File: config.mk
export PLATFORM = sky130hd
export DESIGN_NAME = time_window_channel_averager_flat
export DESIGN_NICKNAME = d
export VERILOG_FILES = /design/src/sv/twca_pkg.sv /design/src/sv/twca_if.sv /design/src/sv/twca_ctrl.sv /design/src/sv/twca_datapath.sv /design/src/sv/time_window_channel_averager.sv /design/src/flat_wrapper.sv
export SDC_FILE = /design/constraint.sdc
export NUM_CORES = 2
export LEC_CHECK = 0
export BUFFER_PORTS_ARGS = -buffer_cell sky130_fd_sc_hd__buf_2
export CORE_ASPECT_RATIO = 0.5
export CORE_MARGIN = 5
export CORE_UTILIZATION = 55
export CTS_CLUSTER_DIAMETER = 40
export CTS_CLUSTER_SIZE = 28
export DETAILED_ROUTE_END_ITERATION = 10
export PLACE_DENSITY_LB_ADDON = 0.1
export SETUP_SLACK_MARGIN = 0.4
export SYNTH_ARGS = -nofsm -noshare
export SYNTH_HDL_FRONTEND = slang
export SYNTH_SLANG_ARGS = --single-unit
File: constraint.sdc
create_clock -name clock -period 15.6 [get_ports clock]
set_input_delay 0.78 -clock clock [delete_from_list [all_inputs] [get_ports clock]]
set_output_delay 0.78 -clock clock [all_outputs]
set_load 0.02 [all_outputs]
File: src/sv/twca_pkg.sv
// ---------------------------------------------------------------------------
// twca_pkg
// Shared types and constants of the time-window channel averager.
// ---------------------------------------------------------------------------
package twca_pkg;

   localparam int CHANNELS_DEF    = 16;
   localparam int COUNT_WIDTH_DEF = 16;
   localparam int SUM_WIDTH       = 48;
   localparam int TIME_WIDTH      = 63;
   localparam int WEND_WIDTH      = 64;
   localparam int PERIOD_WIDTH    = 32;
   localparam int NCH_WIDTH       = 5;
   localparam int CSR_ADDR_WIDTH  = 3;
   localparam int CHIDX_WIDTH     = 4;

   localparam logic [CSR_ADDR_WIDTH-1:0] ADDR_PERIOD   = 3'd0;
   localparam logic [CSR_ADDR_WIDTH-1:0] ADDR_CHANNELS = 3'd4;

   localparam logic OP_SAMPLE = 1'b0;
   localparam logic OP_FLUSH  = 1'b1;

   typedef enum logic [3:0] {
      ST_IDLE,
      ST_SCAN,
      ST_DIV_START,
      ST_DIV_RUN,
      ST_EMIT,
      ST_ADVANCE,
      ST_CEIL_START,
      ST_CEIL_RUN,
      ST_CEIL_SET,
      ST_CLEAR,
      ST_ACCUM
   } state_type;

   // controller to datapath commands
   typedef struct packed {
      logic latch_req;    // capture input beat
      logic scan_step;    // step scan of counts
      logic scan_start;   // reset channel index
      logic div_start;    // start average division
      logic div_step;     // one division step
      logic emit_load;    // load output register
      logic ch_next;      // advance channel index
      logic advance;      // advance window end
      logic ceil_start;   // start ceiling division
      logic ceil_step;    // step ceiling division
      logic ceil_set;     // window end := ceil(time)
      logic clear_step;   // clear step (clears the whole bank)
      logic accum;        // accumulate latched value
   } cmd_type;

   // datapath to controller status
   typedef struct packed {
      logic is_flush;
      logic started;
      logic window_hit;   // first of sample, time >= end
      logic time_beyond;  // time > end
      logic any_data;
      logic ch_last;      // index at last channel in use
      logic div_done;
      logic ceil_done;
      logic out_busy;     // output register occupied and not drained
   } status_type;

endpackage

File: src/sv/twca_if.sv
// ---------------------------------------------------------------------------
// twca_req_if / twca_rsp_if
// Valid/ready channels of the averager.
// ---------------------------------------------------------------------------
interface twca_req_if;
   logic        valid;
   logic        ready;
   logic        opcode;
   logic [62:0] sample_time;
   logic        first_of_sample;
   logic [3:0]  channel;
   logic signed [31:0] value;
   logic        value_valid;
   modport source (output valid, opcode, sample_time, first_of_sample, channel,
                   value, value_valid, input ready);
   modport sink (input valid, opcode, sample_time, first_of_sample, channel,
                 value, value_valid, output ready);
endinterface

interface twca_rsp_if;
   logic        valid;
   logic        ready;
   logic [3:0]  out_channel;
   logic signed [31:0] average;
   logic        average_valid;
   logic [62:0] mid_time;
   logic        last;
   modport source (output valid, out_channel, average, average_valid, mid_time,
                   last, input ready);
   modport sink (input valid, out_channel, average, average_valid, mid_time,
                 last, output ready);
endinterface

File: src/sv/twca_ctrl.sv
// ---------------------------------------------------------------------------
// twca_ctrl
// Sequencer: window check, emission walk, window advance, clear, accumulate.
// ---------------------------------------------------------------------------
module twca_ctrl
   import twca_pkg::*;
(
   input  logic       clock,
   input  logic       reset,
   input  logic       req_valid,
   output logic       req_ready,
   input  status_type stat,
   output cmd_type    cmd
);

   state_type state_ff, state_in;

   always_ff @(posedge clock) begin
      if (reset) begin
         state_ff <= ST_IDLE;
      end else begin
         state_ff <= state_in;
      end
   end

   always_comb begin
      state_in  = state_ff;
      cmd       = '0;
      req_ready = 1'b0;
      case (state_ff)
         ST_IDLE: begin
            req_ready = 1'b1;
            if (req_valid) begin
               cmd.latch_req  = 1'b1;
               cmd.scan_start = 1'b1;
               state_in       = ST_SCAN;
            end
         end
         // on flush walk the counts to learn whether any channel has data; else check the window
         ST_SCAN: begin
            if (stat.is_flush) begin
               if (!stat.ch_last) begin
                  cmd.scan_step = 1'b1;
               end else begin
                  cmd.scan_step  = 1'b1;
                  cmd.scan_start = 1'b1;
                  if (!stat.started) begin
                     state_in = ST_CLEAR;
                  end else if (stat.any_data) begin
                     state_in = ST_DIV_START;
                  end else begin
                     state_in = ST_ADVANCE;
                  end
               end
            end else begin
               cmd.scan_start = 1'b1;
               if (!stat.window_hit) begin
                  state_in = ST_ACCUM;
               end else if (stat.started) begin
                  state_in = ST_DIV_START;
               end else begin
                  state_in = ST_CEIL_START;
               end
            end
         end
         ST_DIV_START: begin
            cmd.div_start = 1'b1;
            state_in      = ST_DIV_RUN;
         end
         ST_DIV_RUN: begin
            if (stat.div_done) begin
               state_in = ST_EMIT;
            end else begin
               cmd.div_step = 1'b1;
            end
         end
         ST_EMIT: begin
            if (!stat.out_busy) begin
               cmd.emit_load = 1'b1;
               if (stat.ch_last) begin
                  state_in = ST_ADVANCE;
               end else begin
                  cmd.ch_next = 1'b1;
                  state_in    = ST_DIV_START;
               end
            end
         end
         ST_ADVANCE: begin
            cmd.advance    = 1'b1;
            cmd.scan_start = 1'b1;
            if (!stat.is_flush) begin
               state_in = ST_CEIL_START;
            end else begin
               state_in = ST_CLEAR;
            end
         end
         // time beyond end (after advance) or first start: ceil to period
         ST_CEIL_START: begin
            if (stat.started && !stat.time_beyond) begin
               state_in = ST_CLEAR;
            end else begin
               cmd.ceil_start = 1'b1;
               state_in       = ST_CEIL_RUN;
            end
         end
         ST_CEIL_RUN: begin
            if (stat.ceil_done) begin
               state_in = ST_CEIL_SET;
            end else begin
               cmd.ceil_step = 1'b1;
            end
         end
         ST_CEIL_SET: begin
            cmd.ceil_set = 1'b1;
            state_in     = ST_CLEAR;
         end
         ST_CLEAR: begin
            cmd.clear_step = 1'b1;
            if (stat.ch_last) begin
               cmd.scan_start = 1'b1;
               state_in = stat.is_flush ? ST_IDLE : ST_ACCUM;
            end
         end
         ST_ACCUM: begin
            cmd.accum = 1'b1;
            state_in  = ST_IDLE;
         end
         default: begin
            state_in = ST_IDLE;
         end
      endcase
   end

endmodule

File: src/sv/twca_datapath.sv
// ---------------------------------------------------------------------------
// twca_datapath
// Channel sums and counts, window end, shared dividers, output register.
// ---------------------------------------------------------------------------
module twca_datapath
   import twca_pkg::*;
#(
   parameter int CHANNELS    = CHANNELS_DEF,
   parameter int COUNT_WIDTH = COUNT_WIDTH_DEF
) (
   input  logic        clock,
   input  logic        reset,
   input  logic [PERIOD_WIDTH-1:0] period,
   input  logic [NCH_WIDTH-1:0]    nch_cfg,
   twca_req_if.sink    req,
   twca_rsp_if.source  rsp,
   input  cmd_type     cmd,
   output status_type  stat
);

   localparam int IW = (CHANNELS > 1) ? $clog2(CHANNELS) : 1;
   localparam int NW = $clog2(CHANNELS + 1);
   localparam int DW = SUM_WIDTH;     // average divider width
   localparam int CW = TIME_WIDTH;    // ceiling divider width
   localparam logic signed [SUM_WIDTH-1:0] SUM_MAX = {1'b0, {(SUM_WIDTH-1){1'b1}}};
   localparam logic signed [SUM_WIDTH-1:0] SUM_MIN = {1'b1, {(SUM_WIDTH-1){1'b0}}};

   // latched input beat
   logic                   op_ff;
   logic [TIME_WIDTH-1:0]  time_ff;
   logic                   first_ff;
   logic [CHIDX_WIDTH-1:0] ch_ff;
   logic signed [31:0]     val_ff;
   logic                   vv_ff;

   logic signed [SUM_WIDTH-1:0]   sums_ff [CHANNELS];
   logic [COUNT_WIDTH-1:0]        cnts_ff [CHANNELS];
   logic [WEND_WIDTH-1:0]         wend_ff;
   logic [IW-1:0]                 idx_ff;
   logic                          any_ff;

   // effective config
   logic [PERIOD_WIDTH-1:0] p_eff;
   logic [NW-1:0]           n_eff;
   assign p_eff = (period == '0) ? PERIOD_WIDTH'(1) : period;
   always_comb begin
      if (nch_cfg == '0) begin
         n_eff = NW'(1);
      end else if (32'(nch_cfg) > CHANNELS) begin
         n_eff = NW'(CHANNELS);
      end else begin
         n_eff = NW'(nch_cfg);
      end
   end

   logic idx_last;
   assign idx_last = ({1'b0, idx_ff} + (IW+1)'(1)) >= (IW+1)'(n_eff);

   // capture request
   always_ff @(posedge clock) begin
      if (cmd.latch_req) begin
         op_ff    <= req.opcode;
         time_ff  <= req.sample_time;
         first_ff <= req.first_of_sample;
         ch_ff    <= req.channel;
         val_ff   <= req.value;
         vv_ff    <= req.value_valid;
      end
   end

   // channel index and scan of counts
   always_ff @(posedge clock) begin
      if (reset) begin
         idx_ff <= '0;
         any_ff <= 1'b0;
      end else begin
         if (cmd.scan_start) begin
            idx_ff <= '0;
            any_ff <= 1'b0;
         end else if (cmd.scan_step || cmd.ch_next || cmd.clear_step) begin
            idx_ff <= idx_ff + IW'(1);
         end
         if (cmd.scan_step && !cmd.scan_start && cnts_ff[idx_ff] != '0) begin
            any_ff <= 1'b1;
         end
      end
   end

   // restoring divider: |sum| / count, one quotient bit per cycle
   logic [DW-1:0]          dq_ff;   // dividend shifting into quotient
   logic [COUNT_WIDTH:0]   dr_ff;   // partial remainder
   logic [COUNT_WIDTH-1:0] dd_ff;   // divisor
   logic                   dneg_ff;
   logic [$clog2(DW+1)-1:0] dcnt_ff;
   logic                   dok_ff;
   logic [COUNT_WIDTH:0]   dr_sh;
   logic signed [SUM_WIDTH-1:0] cur_sum;
   assign cur_sum = sums_ff[idx_ff];
   assign dr_sh   = {dr_ff[COUNT_WIDTH-1:0], dq_ff[DW-1]};

   always_ff @(posedge clock) begin
      if (reset) begin
         dcnt_ff <= '0;
      end else if (cmd.div_start) begin
         dcnt_ff <= ($clog2(DW+1))'(DW);
      end else if (cmd.div_step) begin
         dcnt_ff <= dcnt_ff - 1'b1;
      end
   end

   always_ff @(posedge clock) begin
      if (cmd.div_start) begin
         dq_ff   <= cur_sum[SUM_WIDTH-1] ? DW'(-cur_sum) : DW'(cur_sum);
         dr_ff   <= '0;
         dd_ff   <= cnts_ff[idx_ff];
         dneg_ff <= cur_sum[SUM_WIDTH-1];
         dok_ff  <= cnts_ff[idx_ff] != '0;
      end else if (cmd.div_step) begin
         if (dr_sh >= {1'b0, dd_ff}) begin
            dr_ff <= dr_sh - {1'b0, dd_ff};
            dq_ff <= {dq_ff[DW-2:0], 1'b1};
         end else begin
            dr_ff <= dr_sh;
            dq_ff <= {dq_ff[DW-2:0], 1'b0};
         end
      end
   end

   // signed, saturated average
   logic signed [DW:0]  avg_w;
   logic signed [31:0]  avg_sat;
   assign avg_w = dneg_ff ? -$signed({1'b0, dq_ff}) : $signed({1'b0, dq_ff});
   always_comb begin
      if (!dok_ff) begin
         avg_sat = '0;
      end else if (avg_w > (DW+1)'(32'sh7FFFFFFF)) begin
         avg_sat = 32'sh7FFFFFFF;
      end else if (avg_w < -$signed((DW+1)'(33'h80000000))) begin
         avg_sat = 32'sh80000000;
      end else begin
         avg_sat = avg_w[31:0];
      end
   end

   // mid time
   logic [WEND_WIDTH-1:0] half;
   logic [WEND_WIDTH-1:0] mid;
   assign half = WEND_WIDTH'(p_eff >> 1);
   assign mid  = (wend_ff >= half) ? wend_ff - half : '0;

   // ceiling divider: time / period, restoring, one bit per cycle
   logic [CW-1:0]           cq_ff;
   logic [PERIOD_WIDTH:0]   cr_ff;
   logic [$clog2(CW+1)-1:0] ccnt_ff;
   logic [PERIOD_WIDTH:0]   cr_sh;
   assign cr_sh = {cr_ff[PERIOD_WIDTH-1:0], cq_ff[CW-1]};

   always_ff @(posedge clock) begin
      if (reset) begin
         ccnt_ff <= '0;
      end else if (cmd.ceil_start) begin
         ccnt_ff <= ($clog2(CW+1))'(CW);
      end else if (cmd.ceil_step) begin
         ccnt_ff <= ccnt_ff - 1'b1;
      end
   end

   always_ff @(posedge clock) begin
      if (cmd.ceil_start) begin
         cq_ff <= time_ff;
         cr_ff <= '0;
      end else if (cmd.ceil_step) begin
         if (cr_sh >= {1'b0, p_eff}) begin
            cr_ff <= cr_sh - {1'b0, p_eff};
            cq_ff <= {cq_ff[CW-2:0], 1'b1};
         end else begin
            cr_ff <= cr_sh;
            cq_ff <= {cq_ff[CW-2:0], 1'b0};
         end
      end
   end

   // ceil result: time plus what is left to the next period boundary
   logic [WEND_WIDTH-1:0] ceil_val;
   assign ceil_val = (cr_ff != '0)
                     ? WEND_WIDTH'(time_ff) + WEND_WIDTH'(p_eff) - WEND_WIDTH'(cr_ff)
                     : WEND_WIDTH'(time_ff);

   // window end
   logic [WEND_WIDTH:0] wend_add;
   assign wend_add = {1'b0, wend_ff} + (WEND_WIDTH+1)'(p_eff);
   always_ff @(posedge clock) begin
      if (reset) begin
         wend_ff <= '0;
      end else if (cmd.advance) begin
         wend_ff <= wend_add[WEND_WIDTH] ? '1 : wend_add[WEND_WIDTH-1:0];
      end else if (cmd.ceil_set) begin
         wend_ff <= ceil_val;
      end
   end

   // sums and counts: clear walk and accumulate
   logic signed [SUM_WIDTH:0] acc_sum;
   logic                      acc_en;
   assign acc_sum = {sums_ff[ch_ff[IW-1:0]][SUM_WIDTH-1], sums_ff[ch_ff[IW-1:0]]}
                    + (SUM_WIDTH+1)'(val_ff);
   assign acc_en  = cmd.accum && vv_ff && ({1'b0, ch_ff} < (CHIDX_WIDTH+1)'(n_eff))
                    && (cnts_ff[ch_ff[IW-1:0]] != '1);

   always_ff @(posedge clock) begin
      if (reset) begin
         for (int i = 0; i < CHANNELS; i++) begin
            sums_ff[i] <= '0;
            cnts_ff[i] <= '0;
         end
      end else if (cmd.clear_step) begin
         // clear the whole bank on every step
         for (int i = 0; i < CHANNELS; i++) begin
            sums_ff[i] <= '0;
            cnts_ff[i] <= '0;
         end
      end else if (acc_en) begin
         if (acc_sum > (SUM_WIDTH+1)'(SUM_MAX)) begin
            sums_ff[ch_ff[IW-1:0]] <= SUM_MAX;
         end else if (acc_sum < (SUM_WIDTH+1)'(SUM_MIN)) begin
            sums_ff[ch_ff[IW-1:0]] <= SUM_MIN;
         end else begin
            sums_ff[ch_ff[IW-1:0]] <= acc_sum[SUM_WIDTH-1:0];
         end
         cnts_ff[ch_ff[IW-1:0]] <= cnts_ff[ch_ff[IW-1:0]] + 1'b1;
      end
   end

   // output register
   logic rv_ff;
   always_ff @(posedge clock) begin
      if (reset) begin
         rv_ff <= 1'b0;
      end else if (cmd.emit_load) begin
         rv_ff <= 1'b1;
      end else if (rsp.ready) begin
         rv_ff <= 1'b0;
      end
   end
   always_ff @(posedge clock) begin
      if (cmd.emit_load) begin
         rsp.out_channel   <= CHIDX_WIDTH'(idx_ff);
         rsp.average       <= avg_sat;
         rsp.average_valid <= dok_ff;
         rsp.mid_time      <= mid[TIME_WIDTH-1:0];
         rsp.last          <= idx_last;
      end
   end
   assign rsp.valid = rv_ff;

   // status; the channel under the scan index counts towards any data
   assign stat.is_flush    = op_ff == OP_FLUSH;
   assign stat.started     = wend_ff != '0;
   assign stat.window_hit  = first_ff && (WEND_WIDTH'(time_ff) >= wend_ff);
   assign stat.time_beyond = WEND_WIDTH'(time_ff) > wend_ff;
   assign stat.any_data    = any_ff || (cnts_ff[idx_ff] != '0);
   assign stat.ch_last     = idx_last;
   assign stat.div_done    = dcnt_ff == '0;
   assign stat.ceil_done   = ccnt_ff == '0;
   assign stat.out_busy    = rv_ff && !rsp.ready;

endmodule

File: src/sv/time_window_channel_averager.sv
// ---------------------------------------------------------------------------
// time_window_channel_averager
// Per-channel windowed averages of time-tagged samples, APB register port.
// ---------------------------------------------------------------------------
// A sample element passes idle, scan and accumulate; a window hit adds the
// emission walk and a clear, and the first start or a time jump adds the ceiling division.
// Each channel in use is emitted through the bit-serial divider, and an
// emission waits while the one-beat output register is not drained.
// Flush scans the counts of the channels in use before any emission.
// Synchronous reset clears window end, sums and counts and loads the registers with their defaults.
module time_window_channel_averager
   import twca_pkg::*;
#(
   parameter int CHANNELS    = CHANNELS_DEF,
   parameter int COUNT_WIDTH = COUNT_WIDTH_DEF
) (
   input  logic clock,
   input  logic reset,
   twca_req_if.sink   req,
   twca_rsp_if.source rsp,
   input  logic                      csr_psel,
   input  logic                      csr_penable,
   input  logic                      csr_pwrite,
   input  logic [CSR_ADDR_WIDTH-1:0] csr_paddr,
   input  logic [31:0]               csr_pwdata,
   output logic [31:0]               csr_prdata,
   output logic                      csr_pready
);

   logic [PERIOD_WIDTH-1:0] period_ff;
   logic [NCH_WIDTH-1:0]    nch_ff;
   logic                    wr;

   assign csr_pready = 1'b1;
   assign wr = csr_psel && csr_penable && csr_pwrite;

   // register writes
   always_ff @(posedge clock) begin
      if (reset) begin
         period_ff <= PERIOD_WIDTH'(1000000);
         nch_ff    <= NCH_WIDTH'(16);
      end else if (wr) begin
         case (csr_paddr)
            ADDR_PERIOD:   period_ff <= csr_pwdata;
            ADDR_CHANNELS: nch_ff    <= csr_pwdata[NCH_WIDTH-1:0];
            default: ;
         endcase
      end
   end

   // register reads
   always_comb begin
      case (csr_paddr)
         ADDR_PERIOD:   csr_prdata = period_ff;
         ADDR_CHANNELS: csr_prdata = 32'(nch_ff);
         default:       csr_prdata = '0;
      endcase
   end

   cmd_type    cmd;
   status_type stat;

   twca_ctrl u_ctrl (
      .clock     (clock),
      .reset     (reset),
      .req_valid (req.valid),
      .req_ready (req.ready),
      .stat      (stat),
      .cmd       (cmd)
   );

   twca_datapath #(
      .CHANNELS    (CHANNELS),
      .COUNT_WIDTH (COUNT_WIDTH)
   ) u_dp (
      .clock   (clock),
      .reset   (reset),
      .period  (period_ff),
      .nch_cfg (nch_ff),
      .req     (req),
      .rsp     (rsp),
      .cmd     (cmd),
      .stat    (stat)
   );

   // output register never overwritten while a beat waits
   a_no_overwrite: assert property (@(posedge clock) disable iff (reset)
      (rsp.valid && !rsp.ready) |-> !cmd.emit_load)
      else $error("result overwritten");

   // no new beat taken while a result load or an accumulate is in progress
   a_accept_idle: assert property (@(posedge clock) disable iff (reset)
      req.ready |-> !cmd.emit_load && !cmd.accum)
      else $error("accept during work");

   // division never loaded and stepped together
   a_div_excl: assert property (@(posedge clock) disable iff (reset)
      !(cmd.div_start && cmd.div_step))
      else $error("divider conflict");

endmodule
File: src/flat_wrapper.sv
// flat-port wrapper written by rule: the top's interface ports become plain ports
module time_window_channel_averager_flat import twca_pkg::*;
#(
   parameter int CHANNELS    = CHANNELS_DEF,
   parameter int COUNT_WIDTH = COUNT_WIDTH_DEF
)
  (clock, reset, csr_psel, csr_penable, csr_pwrite, csr_paddr, csr_pwdata, csr_prdata, csr_pready, req_valid, req_opcode, req_sample_time, req_first_of_sample, req_channel, req_value, req_value_valid, req_ready, rsp_valid, rsp_out_channel, rsp_average, rsp_average_valid, rsp_mid_time, rsp_last, rsp_ready);
  twca_req_if req_i ();
  twca_rsp_if rsp_i ();
  input  logic clock;
  input  logic reset;
  input  logic csr_psel;
  input  logic csr_penable;
  input  logic csr_pwrite;
  input  logic [CSR_ADDR_WIDTH-1:0] csr_paddr;
  input  logic [31:0] csr_pwdata;
  output logic [31:0] csr_prdata;
  output logic csr_pready;
  input wire logic [$bits(req_i.valid)-1:0] req_valid;
  input wire logic [$bits(req_i.opcode)-1:0] req_opcode;
  input wire logic [$bits(req_i.sample_time)-1:0] req_sample_time;
  input wire logic [$bits(req_i.first_of_sample)-1:0] req_first_of_sample;
  input wire logic [$bits(req_i.channel)-1:0] req_channel;
  input wire logic [$bits(req_i.value)-1:0] req_value;
  input wire logic [$bits(req_i.value_valid)-1:0] req_value_valid;
  output wire logic [$bits(req_i.ready)-1:0] req_ready;
  output wire logic [$bits(rsp_i.valid)-1:0] rsp_valid;
  output wire logic [$bits(rsp_i.out_channel)-1:0] rsp_out_channel;
  output wire logic [$bits(rsp_i.average)-1:0] rsp_average;
  output wire logic [$bits(rsp_i.average_valid)-1:0] rsp_average_valid;
  output wire logic [$bits(rsp_i.mid_time)-1:0] rsp_mid_time;
  output wire logic [$bits(rsp_i.last)-1:0] rsp_last;
  input wire logic [$bits(rsp_i.ready)-1:0] rsp_ready;
  assign req_i.valid = req_valid;
  assign req_i.opcode = req_opcode;
  assign req_i.sample_time = req_sample_time;
  assign req_i.first_of_sample = req_first_of_sample;
  assign req_i.channel = req_channel;
  assign req_i.value = req_value;
  assign req_i.value_valid = req_value_valid;
  assign req_ready = req_i.ready;
  assign rsp_valid = rsp_i.valid;
  assign rsp_out_channel = rsp_i.out_channel;
  assign rsp_average = rsp_i.average;
  assign rsp_average_valid = rsp_i.average_valid;
  assign rsp_mid_time = rsp_i.mid_time;
  assign rsp_last = rsp_i.last;
  assign rsp_i.ready = rsp_ready;
  time_window_channel_averager #(.CHANNELS(CHANNELS), .COUNT_WIDTH(COUNT_WIDTH)) u_core (.clock(clock), .reset(reset), .req(req_i), .rsp(rsp_i), .csr_psel(csr_psel), .csr_penable(csr_penable), .csr_pwrite(csr_pwrite), .csr_paddr(csr_paddr), .csr_pwdata(csr_pwdata), .csr_prdata(csr_prdata), .csr_pready(csr_pready));
endmodule
## Yosys cells after proc, flatten, opt, wreduce, memory -nomap -nowiden

Memory sizes are Yosys's and may differ from the RTL's. A register that Yosys moved wholly into a read port is not among the register bits.
Cells that the tools add are included.

| cells by class | value |
|---|---|
| $add $sub $neg | 14 |
| multipliers | 0 |
| divide/modulo/power cells | 0 |
| $lt $le $gt $ge | 12 |
| equal/unequal tests | 18 |
| shift-type cells | 0 |
| multiplexer cells | 138 |
| bitwise operators | 35 |
| reduce and logical (&&, ||, !) cells | 38 |

Operator list:

| cell | number |
|---|---|
| two-way mux 48 bit | 22 |
| two-way mux 16 bit | 18 |
| two-way mux 64 bit | 4 |
| two-way mux 63 bit | 2 |
| two-way mux 4 bit | 20 |
| adder 64 x 32 -> 65 bit | 1 |
| adder 63 x 32 -> 64 bit | 1 |
| >= comparator 63 x 64 -> 1 bit | 1 |
| >= comparator 64 x 31 -> 1 bit | 1 |
| > comparator 63 x 64 -> 1 bit | 1 |
| two-way mux 32 bit | 2 |
| case mux 32 bit (2 select lines) | 1 |
| nonzero test 64 bit | 1 |
| subtractor 64 x 33 -> 64 bit | 1 |
| subtractor 63 x 31 -> 63 bit | 1 |
| two-way mux 1 bit | 53 |
| adder 48 x 32 -> 49 bit | 1 |
| > comparator 49 x 32 -> 1 bit (second input constant) | 1 |
| > comparator 49 x 48 -> 1 bit (second input constant) | 1 |
| less-than comparator 49 x 32 -> 1 bit (second input constant) | 1 |
| less-than comparator 49 x 48 -> 1 bit (second input constant) | 1 |
| two-way mux 49 bit | 1 |
| negator 48 -> 49 bit | 1 |
| negator 48 bit | 1 |
| other kinds (46) | 117 |

| word-level totals | value |
|---|---|
| register bits after elaboration | 504 |
| bits in latches | 0 |
| bits in writable memories | 1024 |
| bits in read-only memories | 0 |
| bits of input ports | 144 |
| output and inout port bits | 136 |
| logic and storage cells | 286 |
| memories kept | 2 |

Memories:

| name | depth | bits a word | rd ports | clocked after Yosys merged registers in | write ports | RTL line | RTL |
|---|---|---|---|---|---|---|---|
| u_core.u_dp.sums_ff | 16 | 48 | 2 | 2 | 16 | twca_datapath.sv:36 | `logic signed [SUM_WIDTH-1:0] sums_ff [CHANNELS];` |
| u_core.u_dp.cnts_ff | 16 | 16 | 2 | 2 | 16 | twca_datapath.sv:37 | `logic [COUNT_WIDTH-1:0] cnts_ff [CHANNELS];` |

## Longest topological paths before layout

| logic depth | value |
|---|---|
| depth after elaboration | 14 |
| depth in mapped cells | 25 |
| gate-level depth less buffers | 21 |

## Worst setup path before layout

OpenSTA, ideal clock, no wires.

| timing path | value |
|---|---|
| kind | register to register |
| start | register with a tool-made name |
| end | memory u_core.u_dp.sums_ff[5][40] (data pin) |
| library setup time | 141 ps |
| data arrival time | 6484 ps |
| required time | 15459 ps |
| slack | 8974 ps |
| stages on the path, launching flop included | 25 |
| path buffers | 10 |
| period minus slack after synthesis | 6626 ps |
| cell sequence | dfxtp_1 -> buf_2 -> buf_6 -> buf_6 -> buf_6 -> buf_6 -> buf_4 -> buf_1 -> buf_1 -> mux4_2 -> mux4_2 -> ha_1 -> a21o_1 -> nor3_1 -> a21o_1 -> nor3_1 -> o31a_1 -> o211a_1 -> o21ai_1 -> a21o_1 -> xnor2_1 -> buf_1 -> a21oi_1 -> clkbuf_1 -> nor2_1 |

RTL lines:

| what | RTL line |
|---|---|
| to (decl) | twca_datapath.sv:36 |

==> flow_summary.rst <==
.. list-table::
   :header-rows: 1

   * - Metric
     - Value
   * - Run status
     - finished, final reports clean
   * - Portion of netlist area occupied by mux cells
     - ~17%
   * - Library cell with the highest instance count after synthesis
     - sky130_fd_sc_hd__edfxtp_1
   * - Synthesized net count
     - slightly above 8k
   * - Number of stages on the worst hold path
     - 1
   * - Seq/Total Area, Yosys
     - around half
   * - Layout fillers
     - roughly 13k
   * - Data required time of the critical path
     - around 16 ns
   * - Share of total power in combinational logic
     - about half
   * - Cell at the slowest stage of the critical path
     - sky130_fd_sc_hd__o211ai_4
   * - FF-to-FF End
     - u_core.u_dp.sums_ff[3][7]$_SDFFCE_PN0P_
   * - Fraction of the cycle the final worst path needs
     - between 50% and 60%
   * - Global-route usage over all layers
     - 32.4%
   * - Drt via density
     - around 6.6
   * - Post-layout power
     - between 15000 and 20000 µW
   * - Delay of the slowest critical-path stage
     - just under 0.9 ns
   * - Post-cts gate resize count
     - 0
   * - Number of max-cap violations
     - 0
   * - Path depth of the worst reg2reg path
     - 17
   * - Total clock buffers created by CTS
     - 157
   * - Top_reg_cell synth
     - sky130_fd_sc_hd__edfxtp_1
   * - Instance area after placement
     - between 90000 and 100000 µm²
   * - Achievable Freq
     - roughly 120 MHz
   * - Cts-stage hold buffer count
     - 0
   * - Worst Slack Setup Final
     - around 7.3 ns
   * - Register-to-register setup slack
     - 7.26 ns
   * - Clock Skew
     - between 0.05 and 0.06 ns
   * - Sum of negative setup slack
     - 0 ns
   * - HP Class
     - input port to flop
   * - Main combinational cell family by area after synthesis
     - multiplexers
   * - Finished Cell Area
     - approximately 99000 µm²
   * - Data arrival at the endpoint of the critical path
     - about 9 ns
   * - Static leakage
     - 0.0370 µW
   * - Share of power burned in registers
     - between 20 and 30%
   * - Compound-Gate Fraction of Synth Area
     - 10.1%
   * - Dominant cell type by area after synthesis
     - sky130_fd_sc_hd__edfxtp_1
   * - Die span in x
     - between 500 and 600 µm
   * - Post-synthesis to final-layout area growth
     - 9.20%
   * - Switching part of the total power
     - a little under half
   * - Worst path bufs/invs
     - 5
   * - Number of enable flip-flop cells after synthesis
     - 1356
   * - Number of antenna violations at the first check in global routing
     - 5
   * - Min cycle time layout
     - around 8.3 ns
   * - First-pass GRT wire length
     - ~420 mm
   * - Die area
     - around 170000 µm²
   * - Worst-case setup slack after placement
     - about 7.3 ns
   * - Die height
     - ~300 µm
   * - Category of cells accounting for the largest share of critical-path delay
     - buffers and inverters
   * - Register cell area after layout
     - 44300 µm²
   * - Number of synthesized register bits
     - 1536
   * - Number of DRC violations after detailed routing
     - 0
   * - CTS max path bufs
     - 4
   * - Setup violation total in the final timing report
     - 0
   * - RSZ-0062 raised after global routing
     - no
   * - Crit start category
     - flop
   * - Share of synthesized flip-flops with an asynchronous set or reset
     - 0%
   * - Net Switching
     - roughly 8800 µW
   * - Hold Path End
     - u_core.u_dp.val_ff[15]$_DFFE_PP_
   * - Vias
     - approximately 66k
   * - Count of input and output buffers
     - about 280
   * - Transition time at the pin with the least slew margin
     - approximately 1.4 ns
   * - Worst skew pair latency
     - ~0.84 ns
   * - Largest net degree at the start of global routing
     - between 100 and 150
   * - Series of cell instances along the critical path
     - buf_12 > buf_4 > buf_4 > mux4_2 > mux4_2 > ha_1 > a21oi_1 > o21ai_0 > a2111oi_0 > nor2_1 > o21ai_0 > a21oi_1 > a2bb2oi_4 > buf_4 > o211ai_4 > buf_4 > nor2_1
   * - Clock tree sinks
     - 1536
   * - Buffers inserted during post-CTS setup optimization
     - 0
   * - TritonCTS clock tree
     - yes
   * - Vias in the first global route
     - 64.1k
   * - Placer Congestion
     - a little under 1
   * - Multi-input gate area
     - between 40000 and 50000 µm²
   * - Distinct cell type count of the synthesized netlist
     - about 110
   * - Initial Utilization
     - approximately 55%
   * - Critical hold path startpoint
     - req_value[15]
   * - Floorplan Core Area
     - approximately 160000 µm²
   * - Synth top area share
     - between 40% and 50%
   * - Crit Path Class
     - flop to flop
   * - Final Hold Viols
     - 0
   * - Post-detailed-route count of antenna-violating nets
     - 0
   * - Relative slew slack
     - approximately 6.3%
   * - Post-synthesis instance area
     - 90500 µm²
   * - GRT overflow
     - 0
   * - Adder-cell share of the synthesized area
     - approximately 5.0%
   * - Fraction of synthesized cell area in xor and xnor cells
     - 3.00%
   * - Int Power
     - between 10000 and 15000 µW
   * - Top Ports
     - 280
   * - Number of placement rows
     - 105
   * - Fraction of final layout cells with drive strength greater than 1
     - 18.4%
   * - Post-DP HPWL
     - roughly 180 mm
   * - Count of mapped cells out of synthesis
     - about 7.7k
   * - Wire length after detailed routing
     - ~290 mm
   * - Worst vdd ir
     - roughly 0.00028 V
   * - Crit end category
     - flop
   * - Pre-Repair DR Iteration Count
     - 6
   * - Number of warnings reported in the yosys synthesis log
     - 0
   * - Clock Tree Root
     - sky130_fd_sc_hd__clkbuf_16
   * - Routed wire length per instance
     - about 28 µm
   * - Maximum fanout along the worst path
     - ~100
   * - H-Tree Level Count
     - 4
   * - Clock slew at the register clock pins of the worst setup and hold paths
     - ~0.090 ns
   * - Fraction of the mapped netlist area in simple logic gates
     - between 10% and 20%
   * - Library cell appearing most often on the critical path
     - sky130_fd_sc_hd__buf_4
   * - Leading cell types by count after synthesis
     - sky130_fd_sc_hd__edfxtp_1 (1356), sky130_fd_sc_hd__nor2_1 (1329), sky130_fd_sc_hd__mux4_2 (632)
   * - Total count of max-transition violations in the final report
     - 0
   * - Initial drt markers
     - approximately 8k
   * - Portion of total power attributed to the clock network
     - approximately a fifth
   * - Mean instance size in the synthesized netlist
     - roughly 12 µm²
   * - Power Dens Cells
     - between 150 and 200 nW/µm²
   * - Leading cell types by total area after synthesis
     - sky130_fd_sc_hd__edfxtp_1 (45%), sky130_fd_sc_hd__mux4_2 (16%), sky130_fd_sc_hd__nor2_1 (5.5%)
   * - Final net count
     - 8240
   * - Depth of the critical timing path with buffers and inverters included
     - 17
registers in the layout, summed over array words and instances (netlist names), 4 cells and up, named ones only:
| register | count |
|---|---|
| u_core.nch_ff | 5 |
| u_core.period_ff | 32 |
| u_core.u_dp.rsp.average | 32 |
| u_core.u_dp.dr_ff | 16 |
| u_core.u_dp.ch_ff | 4 |
| u_core.u_dp.ccnt_ff | 6 |
| u_core.u_dp.cr_ff | 33 |
| u_core.u_dp.dq_ff | 48 |
| u_core.u_dp.val_ff | 32 |
| u_core.u_ctrl.state_ff | 4 |
| u_core.u_dp.dcnt_ff | 6 |
| u_core.u_dp.rsp.out_channel | 4 |
| u_core.u_dp.wend_ff | 64 |
| u_core.u_dp.time_ff | 63 |
| u_core.u_dp.rsp.mid_time | 63 |
| u_core.u_dp.cnts_ff | 256 |
| u_core.u_dp.dd_ff | 16 |
| u_core.u_dp.cq_ff | 63 |
| u_core.u_dp.sums_ff | 768 |
| u_core.u_dp.idx_ff | 4 |
cell type report:
class	instances	share of cell area [%]
Sequential cell	1536	44.9
Multi-Input combinational cell	5332	43.3
Clock buffer	169	4.12
Tap cell	2193	2.78
Timing Repair Buffer	401	2.39
Inverter	328	1.26
Clock inverter	105	1.24
Antenna cell	3	0.00759
cells by family after synthesis:
kind of cell | after synthesis
xor gates and xnor gates | 308
AOI/OAI and AO/OA | 1453
buffers and inverters | 881
other | 1
DFF | 1536
and+or+nand+nor | 2517
adders and majority gates | 340
muxes | 713
power groups by stage:
| stage | Sequential (µW) | Combinational, µW | Clock, µW |
|---|---|---|---|
| floorplan | 5410 | 6870 | 0 |
| global route | 5640 | 10400 | 4190 |
| finish | 5600 | 9640 | 3990 |
| detailed placement | 5670 | 9430 | 0 |
| global placement | 5660 | 9390 | 0 |
| CTS | 5580 | 9480 | 4010 |
cells in the final DEF (no fill, tap or decap), types with 18 or more instances in the layout:
cell                        netlist  routed
sky130_fd_sc_hd__xnor2_1        161     160
sky130_fd_sc_hd__edfxtp_1      1356    1356
sky130_fd_sc_hd__inv_1          325     321
sky130_fd_sc_hd__ha_1           303     303
sky130_fd_sc_hd__buf_4           21     120
sky130_fd_sc_hd__o211ai_1        30      30
sky130_fd_sc_hd__mux4_2         632     632
sky130_fd_sc_hd__nand2b_1        49      49
sky130_fd_sc_hd__and3_1          41      41
sky130_fd_sc_hd__a211oi_1        50      48
sky130_fd_sc_hd__a31oi_1         39      39
sky130_fd_sc_hd__o41ai_1         18      18
sky130_fd_sc_hd__o21ai_1         37      36
sky130_fd_sc_hd__a21o_1         141     141
sky130_fd_sc_hd__a21oi_1        427     420
sky130_fd_sc_hd__o21ai_0        380     380
sky130_fd_sc_hd__o31ai_1         40      40
sky130_fd_sc_hd__inv_6            0      20
sky130_fd_sc_hd__nor2_1        1329    1324
sky130_fd_sc_hd__nor2b_1         44      44
sky130_fd_sc_hd__nor3_1         133     133
sky130_fd_sc_hd__dfxtp_1        180     173
sky130_fd_sc_hd__or2_2           19      19
sky130_fd_sc_hd__fa_1            37      37
sky130_fd_sc_hd__a22oi_1         21      21
sky130_fd_sc_hd__nand4_1         68      68
sky130_fd_sc_hd__o21a_1          45      45
sky130_fd_sc_hd__nand3_1        126     126
sky130_fd_sc_hd__xor2_1         144     144
sky130_fd_sc_hd__or3_1           43      43
sky130_fd_sc_hd__clkbuf_16        0     161
sky130_fd_sc_hd__buf_2          111     277
sky130_fd_sc_hd__nor4_1          60      59
sky130_fd_sc_hd__nand2_1        500     483
sky130_fd_sc_hd__mux2i_1         63      63
sky130_fd_sc_hd__o21bai_1        30      30
sky130_fd_sc_hd__and2_1          22      21
per-layer routing:
metal | share of wire (%) | GRT usage [%] | wire [µm]
met5 | 0.0045 | 0 | 13
met4 | 3.9 | 11.0 | 11200
met3 | 11 | 6.99 | 30400
met2 | 46 | 50.4 | 131000
met1 | 40 | 45.5 | 114000
worst max path at each step:
stage | start | to | slack (ns)
floorplan | flop | u_core.u_dp.sums_ff[5][40]$_SDFFCE_PN0P_ | 8.97
global placement | flop | u_core.u_dp.sums_ff[3][7]$_SDFFCE_PN0P_ | 7.21
detailed placement | flop | u_core.u_dp.sums_ff[3][7]$_SDFFCE_PN0P_ | 7.25
CTS | flop | u_core.u_dp.sums_ff[3][7]$_SDFFCE_PN0P_ | 7.17
global route | flop | u_core.u_dp.sums_ff[3][4]$_SDFFCE_PN0P_ | 6.66
finish | flop | u_core.u_dp.sums_ff[3][7]$_SDFFCE_PN0P_ | 7.26
through the flow:
step	hold WS, ns	util, %	std cells
3_3_place_gp	0.449	57.1	9789
3_5_place_dp	0.469	57.1	9789
2_1_floorplan	0.437	-	7749
4_1_cts	0.0801	60.3	10063
6_report	0.110	60.3	10067
5_1_grt	0.0928	60.3	10064
No activity file was read; power rests on OpenSTA's default activity.
